**config.mk**
```make
export PLATFORM = sky130hd
export DESIGN_NAME = line_follow_steering_controller
export DESIGN_NICKNAME = d
export VERILOG_FILES = /design/src/hw/rtl/lfsc_pkg.sv /design/src/hw/rtl/line_follow_steering_controller.sv /design/src/hw/rtl/lfsc_cell.sv /design/src/hw/rtl/lfsc_window.sv /design/src/hw/rtl/lfsc_steer.sv
export SDC_FILE = /design/constraint.sdc
export NUM_CORES = 1
export LEC_CHECK = 0
export ABC_AREA = 1
export BUFFER_PORTS_ARGS = -buffer_cell sky130_fd_sc_hd__clkbuf_2
export CORE_MARGIN = 5
export CORE_UTILIZATION = 45
export CTS_CLUSTER_SIZE = 16
export DETAILED_ROUTE_END_ITERATION = 16
export PLACE_DENSITY_LB_ADDON = 0.1
export SYNTH_ARGS = -nofsm -noshare
export SYNTH_HDL_FRONTEND = slang
export SYNTH_SLANG_ARGS = --single-unit
```
**constraint.sdc**
```tcl
create_clock -name clock -period 8.65 [get_ports clock]
set_input_delay 1.73 -clock clock [delete_from_list [all_inputs] [get_ports clock]]
set_output_delay 1.73 -clock clock [all_outputs]
set_load 0.05 [all_outputs]
```
**src/hw/rtl/lfsc_pkg.sv**
```systemverilog
// Package for the line follow steering controller: widths, reset values,
// register indexes and the window result struct. Depends on nothing.
`timescale 1ns / 1ps
`default_nettype none

package lfsc_pkg;

   localparam int WINDOW_LEN_DEF = 10;

   localparam int SAMPLE_W  = 12;
   localparam int ERR_W     = 14;
   localparam int SPEED_W   = 17;
   localparam int STEER_W   = 13;
   localparam int CMP_W     = 16;
   localparam int SUM_OUT_W = 18;
   localparam int CNT_OUT_W = 4;
   localparam int CSR_IDX_W = 3;
   localparam int CSR_DAT_W = 17;
   localparam int REQ_W     = 40;
   localparam int RSP_W     = 112;

   localparam logic signed [SPEED_W-1:0] BASE_SPEED_RST = '0;
   localparam logic [SAMPLE_W-1:0] LEFT_OFFSET_RST   = 12'd900;
   localparam logic [SAMPLE_W-1:0] MIDDLE_OFFSET_RST = 12'd400;
   localparam logic [SAMPLE_W-1:0] RIGHT_OFFSET_RST  = 12'd1500;
   localparam logic [SAMPLE_W-1:0] BLACK_THR_RST     = 12'd1000;
   localparam logic [STEER_W-1:0]  STEER_THR_RST     = 13'd1500;

   localparam logic signed [31:0] SUM_OUT_MAX = 32'sd131071;
   localparam logic signed [31:0] SUM_OUT_MIN = -32'sd131071;
   localparam logic [7:0]         CNT_OUT_MAX = 8'd15;
   localparam logic signed [18:0] SPEED_MAX   = 19'sd65535;
   localparam logic signed [18:0] SPEED_MIN   = -19'sd65535;

   typedef enum logic [CSR_IDX_W-1:0] {
      CSR_BASE_SPEED    = 3'd0,
      CSR_LEFT_OFFSET   = 3'd1,
      CSR_MIDDLE_OFFSET = 3'd2,
      CSR_RIGHT_OFFSET  = 3'd3,
      CSR_BLACK_THR     = 3'd4,
      CSR_STEER_THR     = 3'd5
   } csr_index_type;

   typedef struct packed {
      logic                        updated;
      logic signed [ERR_W-1:0]     error;
      logic signed [SUM_OUT_W-1:0] sum;
      logic [CNT_OUT_W-1:0]        count;
   } win_result_type;

endpackage

`default_nettype wire

```
**src/hw/rtl/line_follow_steering_controller.sv**
```systemverilog
// Top level of the line follow steering controller: register bank, window
// stage and steering stage. Depends on lfsc_pkg, lfsc_window, lfsc_steer.
//
// Usage:
//   req_ channel: one beat carries the three line-sensor samples.
//   rsp_ channel: one beat per request beat, in order: updated flag, wheel
//     speeds, direction bits, PWM compare values, error, window sum and
//     middle-only count. A line-lost beat has every field zero.
//   csr_ port: write register csr_index with csr_wdata when csr_wen is high;
//     write only while no request is in flight.
//   Stages: a taken request beat is registered in the window stage, then
//     its result in the response stage; two register stages in all.
//   Throughput: one beat per cycle while not stalled; the window chain shifts
//     and the running sum and count update as a non-lost beat is taken.
//   Reset: synchronous; clears the window, sum, count and position, loads
//     the register reset values and empties both stages.
//   Stall: while rsp_tready is low the result holds; the window stage still
//     takes one more request beat if empty, after which req_tready drops.
`timescale 1ns / 1ps
`default_nettype none

module line_follow_steering_controller #(
   parameter int WINDOW_LEN = lfsc_pkg::WINDOW_LEN_DEF
) (
   input  wire logic                               clock,
   input  wire logic                               reset,
   input  wire logic                               req_tvalid,
   output logic                                    req_tready,
   // left_sample[11:0], middle_sample[23:12], right_sample[35:24], zero pad
   input  wire logic [lfsc_pkg::REQ_W-1:0]         req_tdata,
   output logic                                    rsp_tvalid,
   input  wire logic                               rsp_tready,
   // updated[0], left_speed[17:1], right_speed[34:18], left_phase[35],
   // left_compare[51:36], right_phase[52], right_compare[68:53],
   // proportional_error[82:69], window_error_sum[100:83],
   // middle_only_count[104:101], zero pad
   output logic [lfsc_pkg::RSP_W-1:0]              rsp_tdata,
   input  wire logic                               csr_wen,
   input  wire logic [lfsc_pkg::CSR_IDX_W-1:0]     csr_index,
   input  wire logic [lfsc_pkg::CSR_DAT_W-1:0]     csr_wdata
);

   logic signed [lfsc_pkg::SPEED_W-1:0] base_speed_ff;
   logic [lfsc_pkg::SAMPLE_W-1:0]       left_offset_ff, middle_offset_ff, right_offset_ff;
   logic [lfsc_pkg::SAMPLE_W-1:0]       black_thr_ff;
   logic [lfsc_pkg::STEER_W-1:0]        steer_thr_ff;

   lfsc_pkg::win_result_type win_in, win_ff;
   logic                     win_valid_ff, win_ready, rsp_ready, accept;
   logic [lfsc_pkg::RSP_W-1:0] beat_in, rsp_data_ff;
   logic                     rsp_valid_ff;

   always_ff @(posedge clock) begin
      if (reset) begin
         base_speed_ff    <= lfsc_pkg::BASE_SPEED_RST;
         left_offset_ff   <= lfsc_pkg::LEFT_OFFSET_RST;
         middle_offset_ff <= lfsc_pkg::MIDDLE_OFFSET_RST;
         right_offset_ff  <= lfsc_pkg::RIGHT_OFFSET_RST;
         black_thr_ff     <= lfsc_pkg::BLACK_THR_RST;
         steer_thr_ff     <= lfsc_pkg::STEER_THR_RST;
      end else if (csr_wen) begin
         unique case (csr_index)
            lfsc_pkg::CSR_BASE_SPEED:    base_speed_ff    <= $signed(csr_wdata);
            lfsc_pkg::CSR_LEFT_OFFSET:   left_offset_ff   <= csr_wdata[11:0];
            lfsc_pkg::CSR_MIDDLE_OFFSET: middle_offset_ff <= csr_wdata[11:0];
            lfsc_pkg::CSR_RIGHT_OFFSET:  right_offset_ff  <= csr_wdata[11:0];
            lfsc_pkg::CSR_BLACK_THR:     black_thr_ff     <= csr_wdata[11:0];
            lfsc_pkg::CSR_STEER_THR:     steer_thr_ff     <= csr_wdata[12:0];
            default: begin
            end
         endcase
      end
   end

   assign rsp_ready  = !rsp_valid_ff || rsp_tready;
   assign win_ready  = !win_valid_ff || rsp_ready;
   assign req_tready = win_ready;
   assign accept     = req_tvalid && win_ready;

   lfsc_window #(
      .WINDOW_LEN (WINDOW_LEN)
   ) u_window (
      .clock           (clock),
      .reset           (reset),
      .accept          (accept),
      .left_sample     (req_tdata[11:0]),
      .middle_sample   (req_tdata[23:12]),
      .right_sample    (req_tdata[35:24]),
      .left_offset     (left_offset_ff),
      .middle_offset   (middle_offset_ff),
      .right_offset    (right_offset_ff),
      .black_threshold (black_thr_ff),
      .result          (win_in)
   );

   lfsc_steer u_steer (
      .win             (win_ff),
      .base_speed      (base_speed_ff),
      .steer_threshold (steer_thr_ff),
      .beat            (beat_in)
   );

   always_ff @(posedge clock) begin
      if (reset) begin
         win_valid_ff <= 1'b0;
         rsp_valid_ff <= 1'b0;
      end else begin
         if (win_ready) begin
            win_valid_ff <= req_tvalid;
         end
         if (rsp_ready) begin
            rsp_valid_ff <= win_valid_ff;
         end
      end
   end

   always_ff @(posedge clock) begin
      if (accept) begin
         win_ff <= win_in;
      end
      if (rsp_ready && win_valid_ff) begin
         rsp_data_ff <= beat_in;
      end
   end

   assign rsp_tvalid = rsp_valid_ff;
   assign rsp_tdata  = rsp_data_ff;

endmodule

`default_nettype wire

```
**src/hw/rtl/lfsc_cell.sv**
```systemverilog
// One window cell: holds one error and one middle-only flag, passes them on.
// Depends on lfsc_pkg.
`timescale 1ns / 1ps
`default_nettype none

module lfsc_cell (
   input  wire logic                               clock,
   input  wire logic                               reset,
   input  wire logic                               shift_en,
   input  wire logic signed [lfsc_pkg::ERR_W-1:0]  err_in,
   input  wire logic                               mid_in,
   output logic signed [lfsc_pkg::ERR_W-1:0]       err_out,
   output logic                                    mid_out
);

   logic signed [lfsc_pkg::ERR_W-1:0] err_ff;
   logic                              mid_ff;

   always_ff @(posedge clock) begin
      if (reset) begin
         err_ff <= '0;
         mid_ff <= 1'b0;
      end else if (shift_en) begin
         err_ff <= err_in;
         mid_ff <= mid_in;
      end
   end

   assign err_out = err_ff;
   assign mid_out = mid_ff;

endmodule

`default_nettype wire

```
**src/hw/rtl/lfsc_window.sv**
```systemverilog
// Sample correction, line-lost test and the error window as a chain of cells
// with running sum and middle-only count. Depends on lfsc_pkg, lfsc_cell.
`timescale 1ns / 1ps
`default_nettype none

module lfsc_window #(
   parameter int WINDOW_LEN = lfsc_pkg::WINDOW_LEN_DEF
) (
   input  wire logic                                clock,
   input  wire logic                                reset,
   input  wire logic                                accept,
   input  wire logic [lfsc_pkg::SAMPLE_W-1:0]       left_sample,
   input  wire logic [lfsc_pkg::SAMPLE_W-1:0]       middle_sample,
   input  wire logic [lfsc_pkg::SAMPLE_W-1:0]       right_sample,
   input  wire logic [lfsc_pkg::SAMPLE_W-1:0]       left_offset,
   input  wire logic [lfsc_pkg::SAMPLE_W-1:0]       middle_offset,
   input  wire logic [lfsc_pkg::SAMPLE_W-1:0]       right_offset,
   input  wire logic [lfsc_pkg::SAMPLE_W-1:0]       black_threshold,
   output lfsc_pkg::win_result_type                 result
);

   localparam int ERR_W = lfsc_pkg::ERR_W;
   localparam int SUM_W = $clog2(WINDOW_LEN * 8190 + 1) + 1;
   localparam int CNT_W = $clog2(WINDOW_LEN + 1);
   localparam int POS_W = $clog2(WINDOW_LEN);

   logic signed [ERR_W-1:0] l_val, m_val, r_val, thr_val, err_val;
   logic                    l_white, m_white, r_white, lost, shift_en, cur_mid;
   logic signed [ERR_W-1:0] err_tap [WINDOW_LEN+1];
   logic                    mid_tap [WINDOW_LEN+1];
   logic signed [SUM_W-1:0] sum_ff, sum_in;
   logic [CNT_W-1:0]        cnt_ff, cnt_in;
   logic [POS_W-1:0]        pos_ff, pos_in;
   logic signed [31:0]      sum_wide;
   logic [7:0]              cnt_wide;

   assign l_val   = $signed({2'b00, left_sample})   - $signed({2'b00, left_offset});
   assign m_val   = $signed({2'b00, middle_sample}) - $signed({2'b00, middle_offset});
   assign r_val   = $signed({2'b00, right_sample})  - $signed({2'b00, right_offset});
   assign thr_val = $signed({2'b00, black_threshold});
   assign l_white = l_val < thr_val;
   assign m_white = m_val < thr_val;
   assign r_white = r_val < thr_val;
   assign lost    = l_white && m_white && r_white && (pos_ff == '0);
   assign err_val = l_val - r_val;
   assign cur_mid = !m_white && l_white && r_white;
   assign shift_en = accept && !lost;

   assign err_tap[0] = err_val;
   assign mid_tap[0] = cur_mid;

   for (genvar i = 0; i < WINDOW_LEN; i++) begin : g_cell
      lfsc_cell u_cell (
         .clock    (clock),
         .reset    (reset),
         .shift_en (shift_en),
         .err_in   (err_tap[i]),
         .mid_in   (mid_tap[i]),
         .err_out  (err_tap[i+1]),
         .mid_out  (mid_tap[i+1])
      );
   end

   assign sum_in = sum_ff + SUM_W'(err_val) - SUM_W'(err_tap[WINDOW_LEN]);
   assign cnt_in = cnt_ff - CNT_W'(mid_tap[WINDOW_LEN]) + CNT_W'(cur_mid);
   assign pos_in = (pos_ff == POS_W'(WINDOW_LEN - 1)) ? '0 : pos_ff + 1'b1;

   always_ff @(posedge clock) begin
      if (reset) begin
         sum_ff <= '0;
         cnt_ff <= '0;
         pos_ff <= '0;
      end else if (shift_en) begin
         sum_ff <= sum_in;
         cnt_ff <= cnt_in;
         pos_ff <= pos_in;
      end
   end

   assign sum_wide = 32'(sum_in);
   assign cnt_wide = 8'(cnt_in);

   always_comb begin
      result = '0;
      if (!lost) begin
         result.updated = 1'b1;
         result.error   = err_val;
         priority if (sum_wide > lfsc_pkg::SUM_OUT_MAX) begin
            result.sum = lfsc_pkg::SUM_OUT_W'(lfsc_pkg::SUM_OUT_MAX);
         end else if (sum_wide < lfsc_pkg::SUM_OUT_MIN) begin
            result.sum = lfsc_pkg::SUM_OUT_W'(lfsc_pkg::SUM_OUT_MIN);
         end else begin
            result.sum = lfsc_pkg::SUM_OUT_W'(sum_wide);
         end
         result.count = (cnt_wide > lfsc_pkg::CNT_OUT_MAX) ?
                        lfsc_pkg::CNT_OUT_W'(lfsc_pkg::CNT_OUT_MAX) :
                        cnt_wide[lfsc_pkg::CNT_OUT_W-1:0];
      end
   end

endmodule

`default_nettype wire

```
**src/hw/rtl/lfsc_steer.sv**
```systemverilog
// Steering: half-error correction, wheel stop, saturation, phase and compare,
// packed into the result beat. Depends on lfsc_pkg.
`timescale 1ns / 1ps
`default_nettype none

module lfsc_steer (
   input  wire lfsc_pkg::win_result_type               win,
   input  wire logic signed [lfsc_pkg::SPEED_W-1:0]    base_speed,
   input  wire logic [lfsc_pkg::STEER_W-1:0]           steer_threshold,
   output logic [lfsc_pkg::RSP_W-1:0]                  beat
);

   localparam int SPEED_W = lfsc_pkg::SPEED_W;

   logic signed [lfsc_pkg::ERR_W-1:0] corr;
   logic signed [14:0]                err_x, st_x;
   logic signed [18:0]                base_x, ls_raw, rs_raw;
   logic signed [SPEED_W-1:0]         ls, rs, ls_neg;
   logic                              lph, rph;

   assign corr   = (win.error + $signed({13'b0, win.error[13]})) >>> 1;
   assign err_x  = 15'(win.error);
   assign st_x   = $signed({2'b00, steer_threshold});
   assign base_x = 19'(base_speed);

   always_comb begin
      ls_raw = base_x - 19'(corr);
      rs_raw = base_x + 19'(corr);
      priority if (err_x >= st_x) begin
         ls_raw = '0;
      end else if (err_x <= -st_x) begin
         rs_raw = '0;
      end
   end

   function automatic logic signed [SPEED_W-1:0] sat(input logic signed [18:0] v);
      logic signed [SPEED_W-1:0] r;
      priority if (v > lfsc_pkg::SPEED_MAX) begin
         r = SPEED_W'(lfsc_pkg::SPEED_MAX);
      end else if (v < lfsc_pkg::SPEED_MIN) begin
         r = SPEED_W'(lfsc_pkg::SPEED_MIN);
      end else begin
         r = SPEED_W'(v);
      end
      return r;
   endfunction

   assign ls     = sat(ls_raw);
   assign rs     = sat(rs_raw);
   assign ls_neg = -ls;
   assign lph    = (ls > 0);
   assign rph    = rs[SPEED_W-1];

   always_comb begin
      beat = '0;
      if (win.updated) begin
         beat[0]       = 1'b1;
         beat[17:1]    = ls;
         beat[34:18]   = rs;
         beat[35]      = lph;
         beat[51:36]   = ls_neg[15:0];
         beat[52]      = rph;
         beat[68:53]   = rs[15:0];
         beat[82:69]   = win.error;
         beat[100:83]  = win.sum;
         beat[104:101] = win.count;
      end
   end

endmodule

`default_nettype wire

```
==> metrics.md <==
| Metric | Value |
|---|---|
| Tmin final | around 7600 ps |
| Clock Tree Root | clkbuf_16 |
| Row count | 80 |
| Die height | 231 um |
| Initial Util | 45.7% |
| Flop2flop setup slack | 1920 ps |
| Final worst-path cycle share | 88.1% |
| Cells after synthesis | 2788 |
| # IOs | 179 |
| Crit. Startpoint | req_tdata[2] |
| Dominant cell type by area after synthesis | dfxtp_1 |
| Library cells used by synthesis | 59 |
| 1st-iter DRT viols | between 1000 and 1500 |
| Cts hold-fix bufs | 0 |
| Pin count of the biggest net entering global routing | 161 |
| Startpoint Class | input pin |
| Overall power | ~8.4 mW |
| Number of global-route vias before repair | 16800 |
| GPL Wtd Cong | 0.912 |
| CTS tree | done |
| Syn Std Cell Area | roughly 0.022 sq mm |
| R2R Path End | win_ff[8]$_SDFFCE_PP0P_ |
| Post-layout nets | 3151 |
| Postcts setup bufs | 0 |
| Port-buffer cells | 167 |
| Final Hold Viols | 0 |
| Ant. Diodes | 0 |
| Detailed-placement wirelength estimate | 41000 um |
| TritonCTS Buffers | between 40 and 50 |
| Sequential-to-total area share from yosys stat | 40.4% |
| Most common library cells after synthesis | nor2_1, nand2_1, inv_1 |
| RSZ-0062 raised after global routing | false |
| PwrDens | between 300 and 400 mW/mm^2 |
| Syn avg cell area | 7.86 sq um |
| Post-CTS Resized | 0 |
| Max incr delay on CP | 480 ps |
| GRT Total Usage | 20.5% |
| Post-route ant nets | 0 |
| DRC viols | 0 |
| Die X | 231 um |
| Hold depth | 2 |
| CP Class | in -> reg |
| Clk_skew | between 20 and 30 ps |
| Synth area leaders | dfxtp_1, edfxtp_1, ha_1, nor2_1, nand2_1 |
| Async S/R FF share, synth | 0% |
| Req. time, crit path | 9060 ps |
| Post-synth EDFFs | 124 |
| H-tree lvl count | 2 |
| Maximum VDD drop | 0.210 mV |
| Layout cells sized above 1 | 11.2% |
| YS warnings | 0 |
| Synthesized flop and latch total | 380 |
| First-pass GRT wire length | 88800 um |
| Slowest CP cell | fa_1 |
| Core area | 0.0479 sq mm |
| Cell count after placement | between 3000 and 4000 |
| Clock transition at the registers of the reported paths | 60 ps |
| Clk buf depth | 3 |
| Worst reg2reg path startpoint | left_offset_ff[2]$_SDFFE_PP1P_ |
| Least-Margin Pin Slew | 1050 ps |
| Clock insertion delay at the later pin of the skew report | 590 ps |
| TritonRoute pass-1 iters | 7 |
| Critical path endpoint | win_ff[8]$_SDFFCE_PP0P_ |
| Yosys top cell area share | 23.4% |
| Reg2reg path depth | 31 |
| Drt wl/cell | 15.7 um |
| Hold crit path type | reg -> reg |
| Top_reg_cell synth | dfxtp_1 |
| Relative slew slack | 30.0% |
| Post-Layout Cell Count | 3540 |
| Lkg Pwr | 11.7 nW |
| Vias per cell | 5.04 |
| Final slew viol count | 0 |
| Total gr overflow | 0 |
| Setup WS post-layout | 1030 ps |
| Number of max-cap violations | 0 |
| Fmax | 0.131 GHz |
| Critical path peak fanout | 11 |
| Clock sinks | 380 |
| Outcome | complete, no violations |
| Initial antenna violation count | 0 |
| Area delta synth->final | 11.4% |
| Final WL | roughly 56000 um |
| Die Footprint | between 0.05 and 0.06 sq mm |
| Setup TNS | 0 ps |
| Top-count cell post-synth | nor2_1 |
| CP arrival | ~8000 ps |
| Final setup vio count | 0 |
| Place WS | between 400 and 500 ps |
| Via count | 17800 |
| CP Capture Type | flip-flop |
-- power breakdown --
group / leakage, nW / total [mW] / switching (mW) / internal [mW]
clock: 0.698 / 1.84 / 0.754 / 1.09
combinational: 7.65 / 4.07 / 2.79 / 1.28
sequential: 3.30 / 2.49 / 0.175 / 2.31
total: 11.7 / 8.40 / 3.72 / 4.68
-- critical path: cells and delay by family --
family / cells / cell delay, ps
adder cells (fa/ha/maj): 5 / 1790
buffers and inverters: 6 / 680
AO/OA/AOI/OAI: 12 / 2660
XOR/XNOR: 2 / 430
AND/OR/NAND/NOR: 6 / 800
-- cell type report --
cell class              instances  area (sq um)
fillers                      4677         23500
repair buffers                184           976
multi-input cells            1915         11000
well taps                     615           769
flip-flops and latches        380          8850
clock buffers                  57          1180
inverters                     369          1390
clock inverters                20           254
-- metrics by stage --
stage / hold WS (ps) / instance area (sq um) / util [%]
6_report: 460 / 24400 / 50.9
5_1_grt: 480 / 24400 / 50.9
4_1_cts: 462 / 24400 / 50.9
3_5_place_dp: 454 / 23000 / 47.9
3_3_place_gp: 443 / 23000 / 47.9
2_1_floorplan: 430 / 21900 / -
-- flip-flops by register name, summed over array words and instances, names as in the netlist --
signal and cells:
base_speed_ff 17, black_thr_ff 12, left_offset_ff 12, middle_offset_ff 12, right_offset_ff 12, rsp_tdata 87, rsp_tvalid 1, steer_thr_ff 13
u_window.cnt_ff 4, u_window.g_cell.u_cell.err_out 140, u_window.g_cell.u_cell.mid_out 10, u_window.pos_ff 4, u_window.sum_ff 18, win_ff 37, win_valid_ff 1
-- kinds of logic (layout without fill, tap and decap cells) --
family                   Yosys count  count (layout)  share of synthesized area [%]
other                              1               7                         0.0171
XOR/XNOR                          89              89                           3.56
adder cells (fa/ha/maj)          194             194                           11.9
buffers and inverters            499             630                           9.60
flip-flops                       380             380                           40.4
AO/OA/AOI/OAI                    534             534                           13.5
AND/OR/NAND/NOR                 1091            1091                           21.0
-- layer usage --
metal  share of wire [%]  GRT usage, %  routed length, um  vias up
met2                  44          32.1              24300      391
met3                 5.1          3.29               2840       79
met1                  49          29.5              27200     8119
li1                    -             -                  -     9250
met5                   0             0                  0        -
met4                 2.5          5.55               1410        0
-- worst min path at each step --
stage                                                       startpoint                                            endpoint
finish                                  left_offset_ff[4]$_SDFFE_PP0P_                      left_offset_ff[4]$_SDFFE_PP0P_
global route         u_window.g_cell[1].u_cell.err_out[8]$_SDFFE_PP0P_   u_window.g_cell[1].u_cell.err_out[8]$_SDFFE_PP0P_
CTS                                     left_offset_ff[5]$_SDFFE_PP0P_                      left_offset_ff[5]$_SDFFE_PP0P_
detailed placement                     right_offset_ff[9]$_SDFFE_PP0P_                     right_offset_ff[9]$_SDFFE_PP0P_
global placement                        left_offset_ff[5]$_SDFFE_PP0P_                      left_offset_ff[5]$_SDFFE_PP0P_
floorplan           u_window.g_cell[0].u_cell.err_out[12]$_SDFFE_PP0P_  u_window.g_cell[1].u_cell.err_out[12]$_SDFFE_PP0P_
-- placed cells by master, fill, tap and decap left out, types with 16 or more instances in the layout --
cell / Yosys / final
a21oi_1: 184 / 183
buf_4: 29 / 16
clkbuf_16: 0 / 42
clkbuf_2: 0 / 167
dfxtp_1: 256 / 256
edfxtp_1: 124 / 124
fa_1: 24 / 24
ha_1: 170 / 170
inv_1: 352 / 351
nand2_1: 387 / 387
nand3_1: 111 / 111
nand4_1: 24 / 24
nor2_1: 486 / 486
nor3_1: 16 / 16
o211ai_1: 21 / 21
o21ai_0: 244 / 244
o21ai_1: 17 / 17
xnor2_1: 20 / 20
xor2_1: 69 / 69
Power figures use the tool's default switching activity.
